[config.mk]
export PLATFORM = sky130hd
export DESIGN_NAME = adsr_envelope_shaper_flat
export DESIGN_NICKNAME = d
export VERILOG_FILES = /design/src/hdl/adsr_pkg.sv /design/src/hdl/adsr_stream_if.sv /design/src/hdl/adsr_serial_mul.sv /design/src/hdl/adsr_serial_div.sv /design/src/hdl/adsr_envelope_shaper.sv /design/src/flat_wrapper.sv
export SDC_FILE = /design/constraint.sdc
export NUM_CORES = 1
export LEC_CHECK = 0
export BUFFER_PORTS_ARGS = -buffer_cell sky130_fd_sc_hd__buf_2
export CORE_MARGIN = 4
export CORE_UTILIZATION = 50
export DETAILED_ROUTE_END_ITERATION = 7
export GPL_TIMING_DRIVEN = 1
export PLACE_DENSITY = 0.76
export SYNTH_ARGS = -nofsm -noshare
export SYNTH_HDL_FRONTEND = slang
export SYNTH_SLANG_ARGS = --single-unit
[constraint.sdc]
create_clock -name i_clk -period 7.96 [get_ports i_clk]
set_clock_uncertainty 0.1 [all_clocks]
set_input_delay 0.398 -clock i_clk [delete_from_list [all_inputs] [get_ports i_clk]]
set_output_delay 0.398 -clock i_clk [all_outputs]
set_load 0.01 [all_outputs]
[src/hdl/adsr_pkg.sv]
`timescale 1ns / 1ps
// Shared widths, reset values, register codes and item types of the ADSR envelope shaper.
// No dependencies; compile before every other file of the block.
package adsr_pkg;

    localparam int CFG_W      = 24;
    localparam int CFG_IDX_W  = 3;
    localparam int LEVEL_W    = 16;
    localparam int SAMPLE_W   = 16;

    localparam int MUL_A_W    = 24;
    localparam int MUL_B_W    = 16;
    localparam int PROD_W     = MUL_A_W + MUL_B_W;
    localparam int QUOT_W     = 16;
    localparam int STEP_W     = 4;

    localparam int UNITY_W    = 30;
    localparam int SCALE_SH   = 15;
    localparam int SCALE_W    = UNITY_W + SCALE_SH;
    localparam logic [UNITY_W-1:0] UNITY_Q29 = 30'h2000_0000;
    localparam logic [SAMPLE_W-1:0] OUT_SCALE = 16'd32766;

    localparam logic [CFG_W-1:0]   NOTE_LENGTH_RST = 24'd48000;
    localparam logic [CFG_W-1:0]   ATTACK_RST      = 24'd480;
    localparam logic [CFG_W-1:0]   DECAY_RST       = 24'd4800;
    localparam logic [CFG_W-1:0]   RELEASE_RST     = 24'd4800;
    localparam logic [LEVEL_W-1:0] PEAK_RST        = 16'd16384;
    localparam logic [LEVEL_W-1:0] SUSTAIN_RST     = 16'd8192;

    typedef enum logic [CFG_IDX_W-1:0] {
        CFG_NOTE_LENGTH = 3'd0,
        CFG_ATTACK      = 3'd1,
        CFG_DECAY       = 3'd2,
        CFG_RELEASE     = 3'd3,
        CFG_PEAK        = 3'd4,
        CFG_SUSTAIN     = 3'd5
    } t_cfg_idx;

    typedef struct packed {
        logic signed [SAMPLE_W-1:0] wave_sample;
    } t_in_item;

    typedef struct packed {
        logic signed [SAMPLE_W-1:0] out_sample;
        logic                       note_last;
    } t_out_item;

endpackage

[src/hdl/adsr_stream_if.sv]
`timescale 1ns / 1ps
// Valid/ready stream channel carrying one request of payload type T.
// Used with the item types of adsr_pkg.
interface adsr_stream_if #(
    parameter type T = logic
);
    logic valid;
    logic ready;
    T     data;

    modport source (output valid, output data, input ready);
    modport sink (input valid, input data, output ready);
endinterface

[src/hdl/adsr_serial_mul.sv]
`timescale 1ns / 1ps
// Shift-add multiplier, one multiplier bit per cycle, unsigned 24 x 16 bits.
// Depends on adsr_pkg.
module adsr_serial_mul
    import adsr_pkg::*;
(
    input  logic               i_clk,
    input  logic               i_rst_n,
    input  logic               i_start,
    input  logic [MUL_A_W-1:0] i_mcand,
    input  logic [MUL_B_W-1:0] i_mplier,
    output logic               o_done,
    output logic [PROD_W-1:0]  o_prod
);
    localparam logic [STEP_W-1:0] STEP_LAST = STEP_W'(MUL_B_W - 1);

    logic [MUL_A_W-1:0] r_mcand;
    logic [PROD_W-1:0]  r_acc;
    logic [PROD_W-1:0]  n_acc;
    logic [STEP_W-1:0]  r_cnt;
    logic               r_busy;
    logic               r_done;
    logic [MUL_A_W:0]   sum;

    always_comb begin
        sum   = {1'b0, r_acc[PROD_W-1:MUL_B_W]} + (r_acc[0] ? {1'b0, r_mcand} : '0);
        n_acc = {sum, r_acc[MUL_B_W-1:1]};
    end

    always_ff @(posedge i_clk) begin
        if (!i_rst_n) begin
            r_busy <= 1'b0;
            r_done <= 1'b0;
            r_cnt  <= '0;
        end else begin
            r_done <= r_busy && (r_cnt == STEP_LAST);
            if (i_start) begin
                r_busy <= 1'b1;
                r_cnt  <= '0;
            end else if (r_busy) begin
                r_cnt <= r_cnt + 1'b1;
                if (r_cnt == STEP_LAST) begin
                    r_busy <= 1'b0;
                end
            end
        end
    end

    always_ff @(posedge i_clk) begin
        if (i_start) begin
            r_mcand <= i_mcand;
            r_acc   <= PROD_W'(i_mplier);
        end else if (r_busy) begin
            r_acc <= n_acc;
        end
    end

    assign o_done = r_done;
    assign o_prod = r_acc;
endmodule

[src/hdl/adsr_serial_div.sv]
`timescale 1ns / 1ps
// Restoring divider, one quotient bit per cycle; the quotient is known to fit 16 bits.
// Depends on adsr_pkg.
module adsr_serial_div
    import adsr_pkg::*;
(
    input  logic               i_clk,
    input  logic               i_rst_n,
    input  logic               i_start,
    input  logic [PROD_W-1:0]  i_num,
    input  logic [CFG_W-1:0]   i_den,
    output logic               o_done,
    output logic [QUOT_W-1:0]  o_quot
);
    localparam logic [STEP_W-1:0] STEP_LAST = STEP_W'(QUOT_W - 1);

    logic [CFG_W-1:0]  r_den;
    logic [CFG_W-1:0]  r_rem;
    logic [QUOT_W-1:0] r_low;
    logic [STEP_W-1:0] r_cnt;
    logic              r_busy;
    logic              r_done;
    logic [CFG_W:0]    part;
    logic [CFG_W:0]    diff;
    logic              fits;

    always_comb begin
        part = {r_rem, r_low[QUOT_W-1]};
        diff = part - {1'b0, r_den};
        fits = part >= {1'b0, r_den};
    end

    always_ff @(posedge i_clk) begin
        if (!i_rst_n) begin
            r_busy <= 1'b0;
            r_done <= 1'b0;
            r_cnt  <= '0;
        end else begin
            r_done <= r_busy && (r_cnt == STEP_LAST);
            if (i_start) begin
                r_busy <= 1'b1;
                r_cnt  <= '0;
            end else if (r_busy) begin
                r_cnt <= r_cnt + 1'b1;
                if (r_cnt == STEP_LAST) begin
                    r_busy <= 1'b0;
                end
            end
        end
    end

    always_ff @(posedge i_clk) begin
        if (i_start) begin
            r_den <= i_den;
            r_rem <= i_num[PROD_W-1:QUOT_W];
            r_low <= i_num[QUOT_W-1:0];
        end else if (r_busy) begin
            r_rem <= fits ? diff[CFG_W-1:0] : part[CFG_W-1:0];
            r_low <= {r_low[QUOT_W-2:0], fits};
        end
    end

    assign o_done = r_done;
    assign o_quot = r_low;
endmodule

[src/hdl/adsr_envelope_shaper.sv]
`timescale 1ns / 1ps
// ADSR envelope shaper: region select, serial ramp gain, serial gain multiply, scaling.
// Requests are taken one at a time, only in the idle state, after the previous result has
// been registered for output. Ramps (attack, decay, release) use the shared 16-step shift-add
// multiplier twice, with the 16-step divider between; sustain and silence use it once.
// Reset (synchronous, active low) restores register defaults, index 0.
module adsr_envelope_shaper
    import adsr_pkg::*;
#(
    parameter int COUNT_BITS = 24
) (
    input  logic                 i_clk,
    input  logic                 i_rst_n,
    input  logic                 i_cfg_we,
    input  logic [CFG_IDX_W-1:0] i_cfg_idx,
    input  logic [CFG_W-1:0]     i_cfg_data,
    adsr_stream_if.sink          i_in,
    adsr_stream_if.source        o_out
);
    localparam int W = ((COUNT_BITS > CFG_W) ? COUNT_BITS : CFG_W) + 1;

    typedef enum logic [7:0] {
        ST_IDLE   = 8'b0000_0001,
        ST_REGION = 8'b0000_0010,
        ST_LOAD   = 8'b0000_0100,
        ST_MUL    = 8'b0000_1000,
        ST_DIV    = 8'b0001_0000,
        ST_GAIN   = 8'b0010_0000,
        ST_SCALE  = 8'b0100_0000,
        ST_EMIT   = 8'b1000_0000
    } t_state;

    t_state r_state;
    t_state n_state;

    logic [CFG_W-1:0]      r_note;
    logic [CFG_W-1:0]      r_att;
    logic [CFG_W-1:0]      r_dec;
    logic [CFG_W-1:0]      r_rel;
    logic [LEVEL_W-1:0]    r_peak;
    logic [LEVEL_W-1:0]    r_sus;

    logic [COUNT_BITS-1:0] r_index;
    logic [COUNT_BITS-1:0] r_cur;
    logic                  r_last;
    logic [SAMPLE_W-1:0]   r_wave;
    logic [SAMPLE_W-1:0]   r_wmag;
    logic                  r_lt_a;
    logic                  r_lt_ad;
    logic                  r_lt_note;
    logic [CFG_W-1:0]      r_gap;
    logic [CFG_W-1:0]      r_dec_t;
    logic [LEVEL_W-1:0]    r_pms;
    logic                  r_p_lt_s;
    logic [LEVEL_W-1:0]    r_base;
    logic                  r_sub;
    logic [CFG_W-1:0]      r_den;
    logic [LEVEL_W-1:0]    r_gain;
    logic                  r_second;
    logic [SAMPLE_W-1:0]   r_mag;
    logic                  r_out_valid;
    t_out_item             r_out;

    logic                  in_acc;
    logic                  emit_go;
    logic [W-1:0]          inc_w;
    logic                  next_last;
    logic [W-1:0]          cur_w;
    logic [W-1:0]          gap_w;
    logic [W-1:0]          dec_w;
    logic                  ld_ramp;
    logic [CFG_W-1:0]      ld_t;
    logic [LEVEL_W-1:0]    ld_m;
    logic [CFG_W-1:0]      ld_den;
    logic [LEVEL_W-1:0]    ld_base;
    logic                  ld_sub;
    logic [LEVEL_W-1:0]    ld_gain;
    logic [CFG_W-1:0]      rel_t;

    logic                  mul_start;
    logic [MUL_A_W-1:0]    mul_mcand;
    logic [MUL_B_W-1:0]    mul_mplier;
    logic                  mul_done;
    logic [PROD_W-1:0]     mul_prod;
    logic                  div_start;
    logic                  div_done;
    logic [QUOT_W-1:0]     div_quot;
    logic [LEVEL_W-1:0]    ramp_gain;
    logic [UNITY_W-1:0]    clamped;
    logic [SCALE_W-1:0]    scaled;

    assign in_acc  = i_in.valid && i_in.ready;
    assign emit_go = (r_state == ST_EMIT) && (!r_out_valid || o_out.ready);

    assign i_in.ready  = (r_state == ST_IDLE);
    assign o_out.valid = r_out_valid;
    assign o_out.data  = r_out;

    // configuration registers
    always_ff @(posedge i_clk) begin
        if (!i_rst_n) begin
            r_note <= NOTE_LENGTH_RST;
            r_att  <= ATTACK_RST;
            r_dec  <= DECAY_RST;
            r_rel  <= RELEASE_RST;
            r_peak <= PEAK_RST;
            r_sus  <= SUSTAIN_RST;
        end else if (i_cfg_we) begin
            case (t_cfg_idx'(i_cfg_idx))
                CFG_NOTE_LENGTH: r_note <= i_cfg_data;
                CFG_ATTACK:      r_att  <= i_cfg_data;
                CFG_DECAY:       r_dec  <= i_cfg_data;
                CFG_RELEASE:     r_rel  <= i_cfg_data;
                CFG_PEAK:        r_peak <= i_cfg_data[LEVEL_W-1:0];
                CFG_SUSTAIN:     r_sus  <= i_cfg_data[LEVEL_W-1:0];
                default: begin
                end
            endcase
        end
    end

    always_comb begin
        inc_w     = W'(r_index) + W'(1);
        next_last = inc_w >= W'(r_note);
        cur_w     = W'(r_cur);
        gap_w     = W'(r_note) - cur_w;
        dec_w     = cur_w - W'(r_att);
        rel_t     = r_rel - r_gap;
    end

    // region decode of the current index
    always_comb begin
        ld_ramp = 1'b0;
        ld_t    = '0;
        ld_m    = '0;
        ld_den  = '0;
        ld_base = '0;
        ld_sub  = 1'b0;
        ld_gain = '0;
        if (r_lt_a) begin
            ld_ramp = 1'b1;
            ld_t    = cur_w[CFG_W-1:0];
            ld_m    = r_peak;
            ld_den  = r_att;
        end else if (r_lt_ad) begin
            ld_ramp = 1'b1;
            ld_t    = r_dec_t;
            ld_m    = r_pms;
            ld_den  = r_dec;
            ld_base = r_peak;
            ld_sub  = !r_p_lt_s;
        end else if (r_lt_note && (r_rel < r_gap)) begin
            ld_gain = r_sus;
        end else if ((r_rel != '0) && r_lt_note) begin
            ld_ramp = 1'b1;
            ld_t    = rel_t;
            ld_m    = r_sus;
            ld_den  = r_rel;
            ld_base = r_sus;
            ld_sub  = 1'b1;
        end
    end

    assign mul_start  = ((r_state == ST_LOAD) && ld_ramp) || (r_state == ST_GAIN);
    assign mul_mcand  = (r_state == ST_GAIN) ? MUL_A_W'(r_gain) : ld_t;
    assign mul_mplier = (r_state == ST_GAIN) ? r_wmag : ld_m;
    assign div_start  = (r_state == ST_MUL) && mul_done && !r_second;
    assign ramp_gain  = r_sub ? (r_base - div_quot) : (r_base + div_quot);

    always_comb begin
        clamped = (mul_prod[PROD_W-1:UNITY_W] != '0 || mul_prod[UNITY_W-1:0] > UNITY_Q29)
                  ? UNITY_Q29 : mul_prod[UNITY_W-1:0];
        scaled  = {clamped, SCALE_SH'(0)} - SCALE_W'({clamped, 1'b0});
    end

    always_comb begin
        n_state = r_state;
        case (r_state)
            ST_IDLE:   if (in_acc) n_state = ST_REGION;
            ST_REGION: n_state = ST_LOAD;
            ST_LOAD:   n_state = ld_ramp ? ST_MUL : ST_GAIN;
            ST_MUL: begin
                if (mul_done) begin
                    n_state = r_second ? ST_SCALE : ST_DIV;
                end
            end
            ST_DIV:    if (div_done) n_state = ST_GAIN;
            ST_GAIN:   n_state = ST_MUL;
            ST_SCALE:  n_state = ST_EMIT;
            ST_EMIT:   if (emit_go) n_state = ST_IDLE;
            default:   n_state = ST_IDLE;
        endcase
    end

    always_ff @(posedge i_clk) begin
        if (!i_rst_n) begin
            r_state     <= ST_IDLE;
            r_index     <= '0;
            r_out_valid <= 1'b0;
            r_second    <= 1'b0;
        end else begin
            r_state <= n_state;
            if (in_acc) begin
                r_index <= next_last ? '0 : inc_w[COUNT_BITS-1:0];
            end
            if (r_state == ST_LOAD) begin
                r_second <= 1'b0;
            end else if (r_state == ST_GAIN) begin
                r_second <= 1'b1;
            end
            if (emit_go) begin
                r_out_valid <= 1'b1;
            end else if (o_out.ready) begin
                r_out_valid <= 1'b0;
            end
        end
    end

    always_ff @(posedge i_clk) begin
        if (in_acc) begin
            r_wave <= i_in.data.wave_sample;
            r_cur  <= r_index;
            r_last <= next_last;
        end
        if (r_state == ST_REGION) begin
            r_wmag    <= r_wave[SAMPLE_W-1] ? (~r_wave + 1'b1) : r_wave;
            r_lt_a    <= cur_w < W'(r_att);
            r_lt_ad   <= cur_w < (W'(r_att) + W'(r_dec));
            r_lt_note <= cur_w < W'(r_note);
            r_gap     <= gap_w[CFG_W-1:0];
            r_dec_t   <= dec_w[CFG_W-1:0];
            r_p_lt_s  <= r_peak < r_sus;
            r_pms     <= (r_peak < r_sus) ? (r_sus - r_peak) : (r_peak - r_sus);
        end
        if (r_state == ST_LOAD) begin
            r_base <= ld_base;
            r_sub  <= ld_sub;
            r_den  <= ld_den;
            r_gain <= ld_gain;
        end
        if ((r_state == ST_DIV) && div_done) begin
            r_gain <= ramp_gain;
        end
        if (r_state == ST_SCALE) begin
            r_mag <= scaled[SCALE_W-1:SCALE_W-SAMPLE_W];
        end
        if (emit_go) begin
            r_out.out_sample <= r_wave[SAMPLE_W-1] ? -$signed(r_mag) : $signed(r_mag);
            r_out.note_last  <= r_last;
        end
    end

    adsr_serial_mul u_mul (
        .i_clk    (i_clk),
        .i_rst_n  (i_rst_n),
        .i_start  (mul_start),
        .i_mcand  (mul_mcand),
        .i_mplier (mul_mplier),
        .o_done   (mul_done),
        .o_prod   (mul_prod)
    );

    adsr_serial_div u_div (
        .i_clk   (i_clk),
        .i_rst_n (i_rst_n),
        .i_start (div_start),
        .i_num   (mul_prod),
        .i_den   (r_den),
        .o_done  (div_done),
        .o_quot  (div_quot)
    );

    a_mul_done_in_mul: assert property (@(posedge i_clk) disable iff (!i_rst_n)
        mul_done |-> (r_state == ST_MUL))
        else $error("multiplier finished outside its state");

    a_div_done_in_div: assert property (@(posedge i_clk) disable iff (!i_rst_n)
        div_done |-> (r_state == ST_DIV))
        else $error("divider finished outside its state");

    a_index_advance: assert property (@(posedge i_clk) disable iff (!i_rst_n)
        in_acc |=> (r_last || (r_index == COUNT_BITS'(r_cur + 1'b1))))
        else $error("sample index did not advance or wrap");

    a_mag_bound: assert property (@(posedge i_clk) disable iff (!i_rst_n)
        (r_state == ST_EMIT) |-> (r_mag <= OUT_SCALE))
        else $error("scaled magnitude above full scale");
endmodule

[src/flat_wrapper.sv]
// flat-port wrapper written by rule: the top's interface ports become plain ports
module adsr_envelope_shaper_flat import adsr_pkg::*;
#(
    parameter int COUNT_BITS = 24
)
  (i_clk, i_rst_n, i_cfg_we, i_cfg_idx, i_cfg_data, i_in_valid, i_in_data, i_in_ready, o_out_valid, o_out_data, o_out_ready);
  adsr_stream_if #(.T(t_in_item)) i_in_i ();
  adsr_stream_if #(.T(t_out_item)) o_out_i ();
  input  logic i_clk;
  input  logic i_rst_n;
  input  logic i_cfg_we;
  input  logic [CFG_IDX_W-1:0] i_cfg_idx;
  input  logic [CFG_W-1:0] i_cfg_data;
  input wire logic [$bits(i_in_i.valid)-1:0] i_in_valid;
  input wire logic [$bits(i_in_i.data)-1:0] i_in_data;
  output wire logic [$bits(i_in_i.ready)-1:0] i_in_ready;
  output wire logic [$bits(o_out_i.valid)-1:0] o_out_valid;
  output wire logic [$bits(o_out_i.data)-1:0] o_out_data;
  input wire logic [$bits(o_out_i.ready)-1:0] o_out_ready;
  assign i_in_i.valid = i_in_valid;
  assign i_in_i.data = i_in_data;
  assign i_in_ready = i_in_i.ready;
  assign o_out_valid = o_out_i.valid;
  assign o_out_data = o_out_i.data;
  assign o_out_i.ready = o_out_ready;
  adsr_envelope_shaper #(.COUNT_BITS(COUNT_BITS)) u_core (.i_clk(i_clk), .i_rst_n(i_rst_n), .i_cfg_we(i_cfg_we), .i_cfg_idx(i_cfg_idx), .i_cfg_data(i_cfg_data), .i_in(i_in_i), .o_out(o_out_i));
endmodule
# Word level (Yosys, flattened, before mapping)
# Index checks and enable logic that the tools add are counted.
# op_classes
n_bitwise	2
eq_ne	19
addsub	16
n_mux	54
reduce_logical	33
n_lt_le_gt_ge	8
# op_table
operator	count
24-bit 2-to-1 mux	13
16-bit 2-to-1 mux	19
24-bit subtractor	4
24-bit less-than comparator	3
8-bit case mux with 8 select lines	1
24-bit by 24-bit adder with 25-bit output	2
25-bit by 24-bit greater-or-equal comparator with 1-bit output	2
16-bit subtractor	3
45-bit by 31-bit subtractor with 45-bit output	1
8-bit 2-to-1 mux	4
30-bit > comparator (second input constant)	1
30-bit 2-to-1 mux	1
24-bit by 1-bit adder with 25-bit output (second input constant)	1
24-bit by 25-bit less-than comparator with 1-bit output	1
24-bit nonzero test	1
16-bit by 1-bit adder with 16-bit output (second input constant)	1
16-bit adder	1
16-bit less-than comparator	1
16-bit negator	1
16-bit inverter	1
15-bit 2-to-1 mux	1
1-bit 2-to-1 mux	13
2-bit AND reduction	6
1-bit logical AND	10
other kinds (25)	40
# word_totals
out_inout_bits	19
regBits	517
inputBits	48

# Longest topological paths before layout
# depth
ltp_word	9
mapped_depth	20

# Hierarchy
# From an unflattened synthesis, not the netlist that was laid out.
# unflattened
cells_unflattened	3494
area_unflattened_um2	32999.1
# by_module_without_submodules
module	seq_area_each_um2	cells_each	area_per_inst_um2	n_inst
adsr_envelope_shaper	9699.3	2740	24945.2	1
adsr_serial_div	2042.0	389	4205.3	1
adsr_serial_mul	1801.7	365	3848.7	1

# Worst setup path before layout
# OpenSTA, ideal clock, no wires.
# synth_path
kind	reg2reg
startpoint	reg u_core.r_state[3]
endpoint	reg u_core.r_state[5]
synth_period_minus_slack_ns	7.856
arrival_time_ns	7.696
setup_time_ns	0.060
path_buffers	0
required_ns	7.800
stages_incl_launch_ff	8
slack_ns	0.104
path_cell_list	dfxtp_1 -> nor4_1 -> nand2_1 -> nor3b_1 -> nand4b_1 -> o21ai_0 -> nor2_1 -> and3_1
# synth_via
elab_chain_cells	4
# synth_rtl
element	line_no	text
start, declared	adsr_envelope_shaper.sv:33	t_state r_state;
start signal, assigned	adsr_envelope_shaper.sv:202	r_state <= n_state;
8-bit by 1-bit == test with 1-bit output or 8-bit == test (tied branches)	adsr_envelope_shaper.sv:95, adsr_envelope_shaper.sv:178, adsr_envelope_shaper.sv:93	
1-bit logical AND, on equally long branches	adsr_envelope_shaper.sv:92, adsr_envelope_shaper.sv:93	
2-bit != test (no line) or 2-bit by 1-bit != test with 1-bit output (tied branches)	n/a	
4-bit AND reduction (no line)	n/a	
# Parallel ways exist; a longest one is shown, timed or not.
# A chain may end at the register's enable or synchronous reset.

# Worst setup path in the final report
# layout_path
startpoint	reg u_core.r_att[0]
endpoint	reg u_core.r_lt_ad, data pin
# layout_via
elab_chain_cells	2
# layout_rtl
element	line_no	text
start, declared	adsr_envelope_shaper.sv:37	logic [CFG_W-1:0] r_att;
start signal, assigned	adsr_envelope_shaper.sv:111	CFG_ATTACK: r_att <= i_cfg_data;
24-bit by 24-bit adder with 25-bit output	adsr_envelope_shaper.sv:228	r_lt_ad <= cur_w < (W'(r_att) + W'(r_dec));
24-bit by 25-bit less-than comparator with 1-bit output	adsr_envelope_shaper.sv:228	
end signal, assigned	adsr_envelope_shaper.sv:228	
end, declared	adsr_envelope_shaper.sv:49	logic r_lt_ad;
# No other way between the ends.

==> flow_results.xml <==
<?xml version="1.0" encoding="UTF-8"?>
<metrics>
  <group name="sta">
    <metric name="finalMaxSlewViolations" unit="">0</metric>
    <metric name="worst-slew-pin-transition" unit="ps">1270</metric>
    <metric name="timing.final.crit_share" unit="%">64.4</metric>
    <metric name="worst_slew_margin_rel" unit="%">14.9</metric>
    <metric name="fin_tns_setup" unit="ps">0</metric>
    <metric name="grt_setup_unrepaired" unit="">false</metric>
    <metric name="hold_viol_final" unit="">0</metric>
    <metric name="timing.final.setup_violations" unit="">0</metric>
    <metric name="post-route-min-period" unit="ps">5130</metric>
    <metric name="whs" unit="ps">36.0</metric>
    <metric name="clock.fmax" unit="MHz">195</metric>
  </group>
  <group name="finish">
    <metric name="area_growth_syn_to_layout" unit="%">9.87</metric>
    <metric name="finalCoreUtilization" unit="%">55.7</metric>
    <metric name="drive_gt1_share" unit="%">6.19</metric>
    <metric name="layout.cells.non_filler" unit="">4539</metric>
    <metric name="post-route-cell-area" unit="sq um">36000</metric>
    <metric name="fin_nets" unit="">3949</metric>
    <metric name="n_fill_cell" unit="">5780</metric>
  </group>
  <group name="cts">
    <metric name="clk_pin_slew_worst_paths" unit="ps">60</metric>
    <metric name="tritoncts_clock_tree" unit="">yes</metric>
    <metric name="cts_max_path_buffers" unit="">3</metric>
    <metric name="cts_repair_resize_count" unit="">0</metric>
    <metric name="cts_buffers" unit="">57</metric>
    <metric name="hold_buffers" unit="">27</metric>
    <metric name="clk_latency" unit="ps">630</metric>
    <metric name="cts_setup_buffers" unit="">0</metric>
    <metric name="ctsRootBufferMaster" unit="">sky130_fd_sc_hd__clkbuf_16</metric>
    <metric name="cts_num_sinks" unit="">517</metric>
    <metric name="cts_max_level" unit="">2</metric>
  </group>
  <group name="global_routing">
    <metric name="wire_length_of_the_first_global_routing_pass" unit="mm">143</metric>
    <metric name="number_of_antenna_violations_at_the_first_check_in_global_routing" unit="">4</metric>
    <metric name="global_route.usage.total" unit="%">25.5</metric>
    <metric name="gr-total-overflow" unit="">0</metric>
    <metric name="number_of_global_route_vias_before_repair" unit="">25439</metric>
    <metric name="grt_start_max_net_pins" unit="">140</metric>
  </group>
  <group name="drt">
    <metric name="totalWireLength" unit="mm">92.2</metric>
    <metric name="antenna_violating_nets_post_route" unit="">0</metric>
    <metric name="vias_per_cell" unit="">6.00</metric>
    <metric name="drt_pre_antenna_iters" unit="">6</metric>
    <metric name="via_count" unit="">27215</metric>
    <metric name="drc" unit="">0</metric>
    <metric name="drtIter0Drc" unit="">3004</metric>
    <metric name="wl_per_cell" unit="microns">20.3</metric>
  </group>
  <group name="logic_synthesis">
    <metric name="synth_async_sr_flop_share" unit="%">0</metric>
    <metric name="post_synth_xor_area_fraction" unit="%">5.45</metric>
    <metric name="synth.cell_area" unit="sq um">32800</metric>
    <metric name="postSynthNetCount" unit="">3920</metric>
    <metric name="sequential_element_share_of_the_synthesized_area" unit="%">41.3</metric>
    <metric name="synth_top_family_by_area" unit="">compound AO/OA/AOI/OAI gates</metric>
    <metric name="synth_enable_flop_cells" unit="">319</metric>
    <metric name="ys.warnings.count" unit="">0</metric>
    <metric name="synth_area_leader_cell" unit="">sky130_fd_sc_hd__edfxtp_1</metric>
    <metric name="yosys.area_share.simple" unit="%">17.4</metric>
    <metric name="netlist_top_cells_area" unit="">sky130_fd_sc_hd__edfxtp_1 (29%), sky130_fd_sc_hd__dfxtp_1 (12%), sky130_fd_sc_hd__ha_1 (9.8%), sky130_fd_sc_hd__nand2_1 (5.8%), sky130_fd_sc_hd__a21oi_1 (3.9%)</metric>
    <metric name="synth_top_area_share" unit="%">29.2</metric>
    <metric name="synthDistinctLibCells" unit="">79</metric>
    <metric name="synth_compound_area_share" unit="%">20.1</metric>
    <metric name="yosys_most_used_dff" unit="">sky130_fd_sc_hd__edfxtp_1</metric>
    <metric name="postSynthCellCount" unit="">3607</metric>
    <metric name="ys_ff_latch" unit="">517</metric>
    <metric name="synthAdderAreaFrac" unit="%">10.4</metric>
    <metric name="avgSynthCellArea" unit="sq um">9.09</metric>
    <metric name="synth.area.mux_share" unit="%">0.981</metric>
  </group>
  <group name="worst_setup_path">
    <metric name="worstPathMaxFanout" unit="">4</metric>
    <metric name="worst_ep_required_time" unit="ps">8230</metric>
    <metric name="criticalPathCategory" unit="">flop to flop</metric>
    <metric name="kind_of_start_point_of_the_critical_path" unit="">flop</metric>
    <metric name="cp_data_arrival_time" unit="ps">5400</metric>
    <metric name="endpoint_kind" unit="">flop</metric>
  </group>
  <group name="run">
    <metric name="drv.max_cap_violation_count" unit="">0</metric>
  </group>
  <group name="die">
    <metric name="die_y" unit="microns">264</metric>
    <metric name="die_area" unit="sq um">69700</metric>
    <metric name="die-width" unit="microns">264</metric>
    <metric name="ioPinCount" unit="">67</metric>
    <metric name="rows" unit="">93</metric>
    <metric name="initial_utilization" unit="%">50.7</metric>
    <metric name="core-area" unit="sq um">64700</metric>
  </group>
  <group name="placement">
    <metric name="placedCellCount" unit="">4405</metric>
    <metric name="io_buffers" unit="">66</metric>
    <metric name="gp_congestion" unit="">0.981</metric>
    <metric name="place_area" unit="sq um">33900</metric>
    <metric name="detailed_place_hpwl" unit="mm">68.8</metric>
  </group>
  <group name="power">
    <metric name="p_int" unit="uW">4980</metric>
    <metric name="ir_worst_vdd" unit="mV">0.151</metric>
    <metric name="p_comb_share" unit="%">17.9</metric>
    <metric name="power.switching" unit="uW">1950</metric>
    <metric name="seq_power_share" unit="%">44.2</metric>
    <metric name="cellLeakagePower" unit="uW">0.0144</metric>
    <metric name="cellPowerDensity" unit="nW/um^2">192</metric>
    <metric name="power.clock.fraction" unit="%">37.9</metric>
    <metric name="power.switching_fraction" unit="%">28.1</metric>
  </group>
  <group name="status">
    <metric name="outcome" unit="">completed</metric>
  </group>
  <group name="hold_path">
    <metric name="timing.hold.worst.class" unit="">input pin to flop</metric>
  </group>
</metrics>
critical path, cell delays in order (launching register included):
cell                       delay [ps]
sky130_fd_sc_hd__dfxtp_1          340
sky130_fd_sc_hd__ha_1             240
sky130_fd_sc_hd__fa_1             410
sky130_fd_sc_hd__a21oi_1          190
sky130_fd_sc_hd__o211ai_1         150
sky130_fd_sc_hd__o311a_1          330
sky130_fd_sc_hd__a311oi_1         510
sky130_fd_sc_hd__o211a_1          290
sky130_fd_sc_hd__nand2b_1          70
sky130_fd_sc_hd__a21o_1           200
sky130_fd_sc_hd__a21o_1           170
sky130_fd_sc_hd__a21oi_1          160
sky130_fd_sc_hd__xor2_1            90
sky130_fd_sc_hd__ha_1             290
sky130_fd_sc_hd__nand4_1          130
sky130_fd_sc_hd__nor2_1           160
sky130_fd_sc_hd__o211ai_1          90
sky130_fd_sc_hd__o21ai_0          340
sky130_fd_sc_hd__a31oi_1          130
sky130_fd_sc_hd__or4_1            460
per-layer routing:
layer  up-vias  wire length (microns)  GRT usage (%)
li1      13034                      -              -
met5         -                      0              0
met4         0                   2610           7.11
met3       145                   8600           4.63
met2      1119                  40300           39.3
met1     12917                  40700           37.0
metrics by stage:
stage	power (uW)	worst slack, ps
finish	6930	2830
global route	7210	2470
CTS	6940	2910
detailed placement	4310	2920
global placement	4310	2950
floorplan	3980	104
cells by family after synthesis:
group	count (synthesis)
compound gates	983
xor+xnor	204
fa+ha+maj	266
buf+inv	377
flops	517
mux	32
simple gates	1228
cell usage after synthesis, types with 6 or more instances:
cell type / n
sky130_fd_sc_hd__nor4_1: 25
sky130_fd_sc_hd__nor3_1: 56
sky130_fd_sc_hd__nand2_1: 510
sky130_fd_sc_hd__a221o_1: 18
sky130_fd_sc_hd__a31oi_1: 22
sky130_fd_sc_hd__nand3b_1: 11
sky130_fd_sc_hd__nor2b_1: 72
sky130_fd_sc_hd__o22ai_1: 10
sky130_fd_sc_hd__a31o_2: 8
sky130_fd_sc_hd__o31ai_1: 20
sky130_fd_sc_hd__and2_1: 52
sky130_fd_sc_hd__clkbuf_1: 144
sky130_fd_sc_hd__o21bai_1: 24
sky130_fd_sc_hd__ha_1: 256
sky130_fd_sc_hd__o31a_1: 8
sky130_fd_sc_hd__dfxtp_1: 198
sky130_fd_sc_hd__or4_1: 7
sky130_fd_sc_hd__nand4_1: 30
sky130_fd_sc_hd__o41ai_1: 10
sky130_fd_sc_hd__nand4b_1: 6
sky130_fd_sc_hd__nand2b_1: 38
sky130_fd_sc_hd__a21boi_0: 133
sky130_fd_sc_hd__a21oi_1: 255
sky130_fd_sc_hd__a21o_1: 86
sky130_fd_sc_hd__nand3_1: 93
sky130_fd_sc_hd__fa_1: 9
sky130_fd_sc_hd__a311oi_1: 7
sky130_fd_sc_hd__a221oi_1: 40
sky130_fd_sc_hd__a211o_1: 20
sky130_fd_sc_hd__xor2_1: 73
sky130_fd_sc_hd__or2_2: 11
sky130_fd_sc_hd__edfxtp_1: 319
sky130_fd_sc_hd__mux2i_1: 31
sky130_fd_sc_hd__or3_1: 22
sky130_fd_sc_hd__nor2_1: 248
sky130_fd_sc_hd__o21a_1: 33
sky130_fd_sc_hd__xnor2_1: 131
sky130_fd_sc_hd__inv_1: 227
sky130_fd_sc_hd__and3_1: 26
sky130_fd_sc_hd__a22oi_1: 33
sky130_fd_sc_hd__o21ai_0: 155
sky130_fd_sc_hd__a211oi_1: 26
sky130_fd_sc_hd__o211ai_1: 28
flip-flops by register name, summed over array words and instances, names as in the netlist, 17 cells and up:
register and cells:
u_core.u_mul.o_prod 40, u_core.r_att 24, u_core.r_cur 24, u_core.r_dec 24, u_core.r_dec_t 24, u_core.r_den 24, u_core.r_gap 24, u_core.r_index 24
u_core.r_note 24, u_core.r_rel 24, u_core.u_div.r_den 24, u_core.u_div.r_rem 24, u_core.u_mul.r_mcand 24, u_core.o_out.data 17
final timing paths:
kind	start	endpoint	slack [ps]	depth (start not counted)
setup / recovery	u_core.r_att[0]$_SDFFE_PN0P_	u_core.r_lt_ad$_DFFE_PP_	2830	19
hold / removal	i_cfg_data[6]	u_core.r_sus[6]$_SDFFE_PN0P_	40	3
setup reg to reg	u_core.r_att[0]$_SDFFE_PN0P_	u_core.r_lt_ad$_DFFE_PP_	2830	19
hold reg to reg	u_core.r_den[11]$_DFFE_PP_	u_core.u_div.r_den[11]$_DFFE_PP_	320	0
placed cells by master (no fill, tap or decap), types with 131 or more instances in the layout:
cell type,Yosys,layout
sky130_fd_sc_hd__nand2_1,510,510
sky130_fd_sc_hd__edfxtp_1,319,319
sky130_fd_sc_hd__ha_1,256,256
sky130_fd_sc_hd__a21oi_1,255,255
sky130_fd_sc_hd__nor2_1,248,246
sky130_fd_sc_hd__inv_1,227,226
sky130_fd_sc_hd__dfxtp_1,198,198
sky130_fd_sc_hd__o21ai_0,155,155
sky130_fd_sc_hd__a21boi_0,133,133
sky130_fd_sc_hd__xnor2_1,131,131
power groups by stage:
| stage | registers, uW | clock network (uW) | logic (uW) |
|---|---|---|---|
| 2_1_floorplan | 3050 | 0 | 927 |
| 3_3_place_gp | 3110 | 0 | 1200 |
| 3_5_place_dp | 3110 | 0 | 1200 |
| 4_1_cts | 3050 | 2660 | 1220 |
| 5_1_grt | 3070 | 2780 | 1360 |
| 6_report | 3060 | 2630 | 1240 |
final cells by class:
type / count / area (sq um) / share of cell area, %
multi-input cells: 2713 / 17900 / 49.6
flip-flops and latches: 517 / 13500 / 37.6
clock buffers: 77 / 1610 / 4.48
well taps: 855 / 1070 / 2.97
inverters: 230 / 863 / 2.40
repair buffers: 117 / 796 / 2.21
clock inverters: 29 / 241 / 0.671
diodes: 1 / 2.50 / 0.00695
Note: power is estimated with default switching activity, not from simulation.
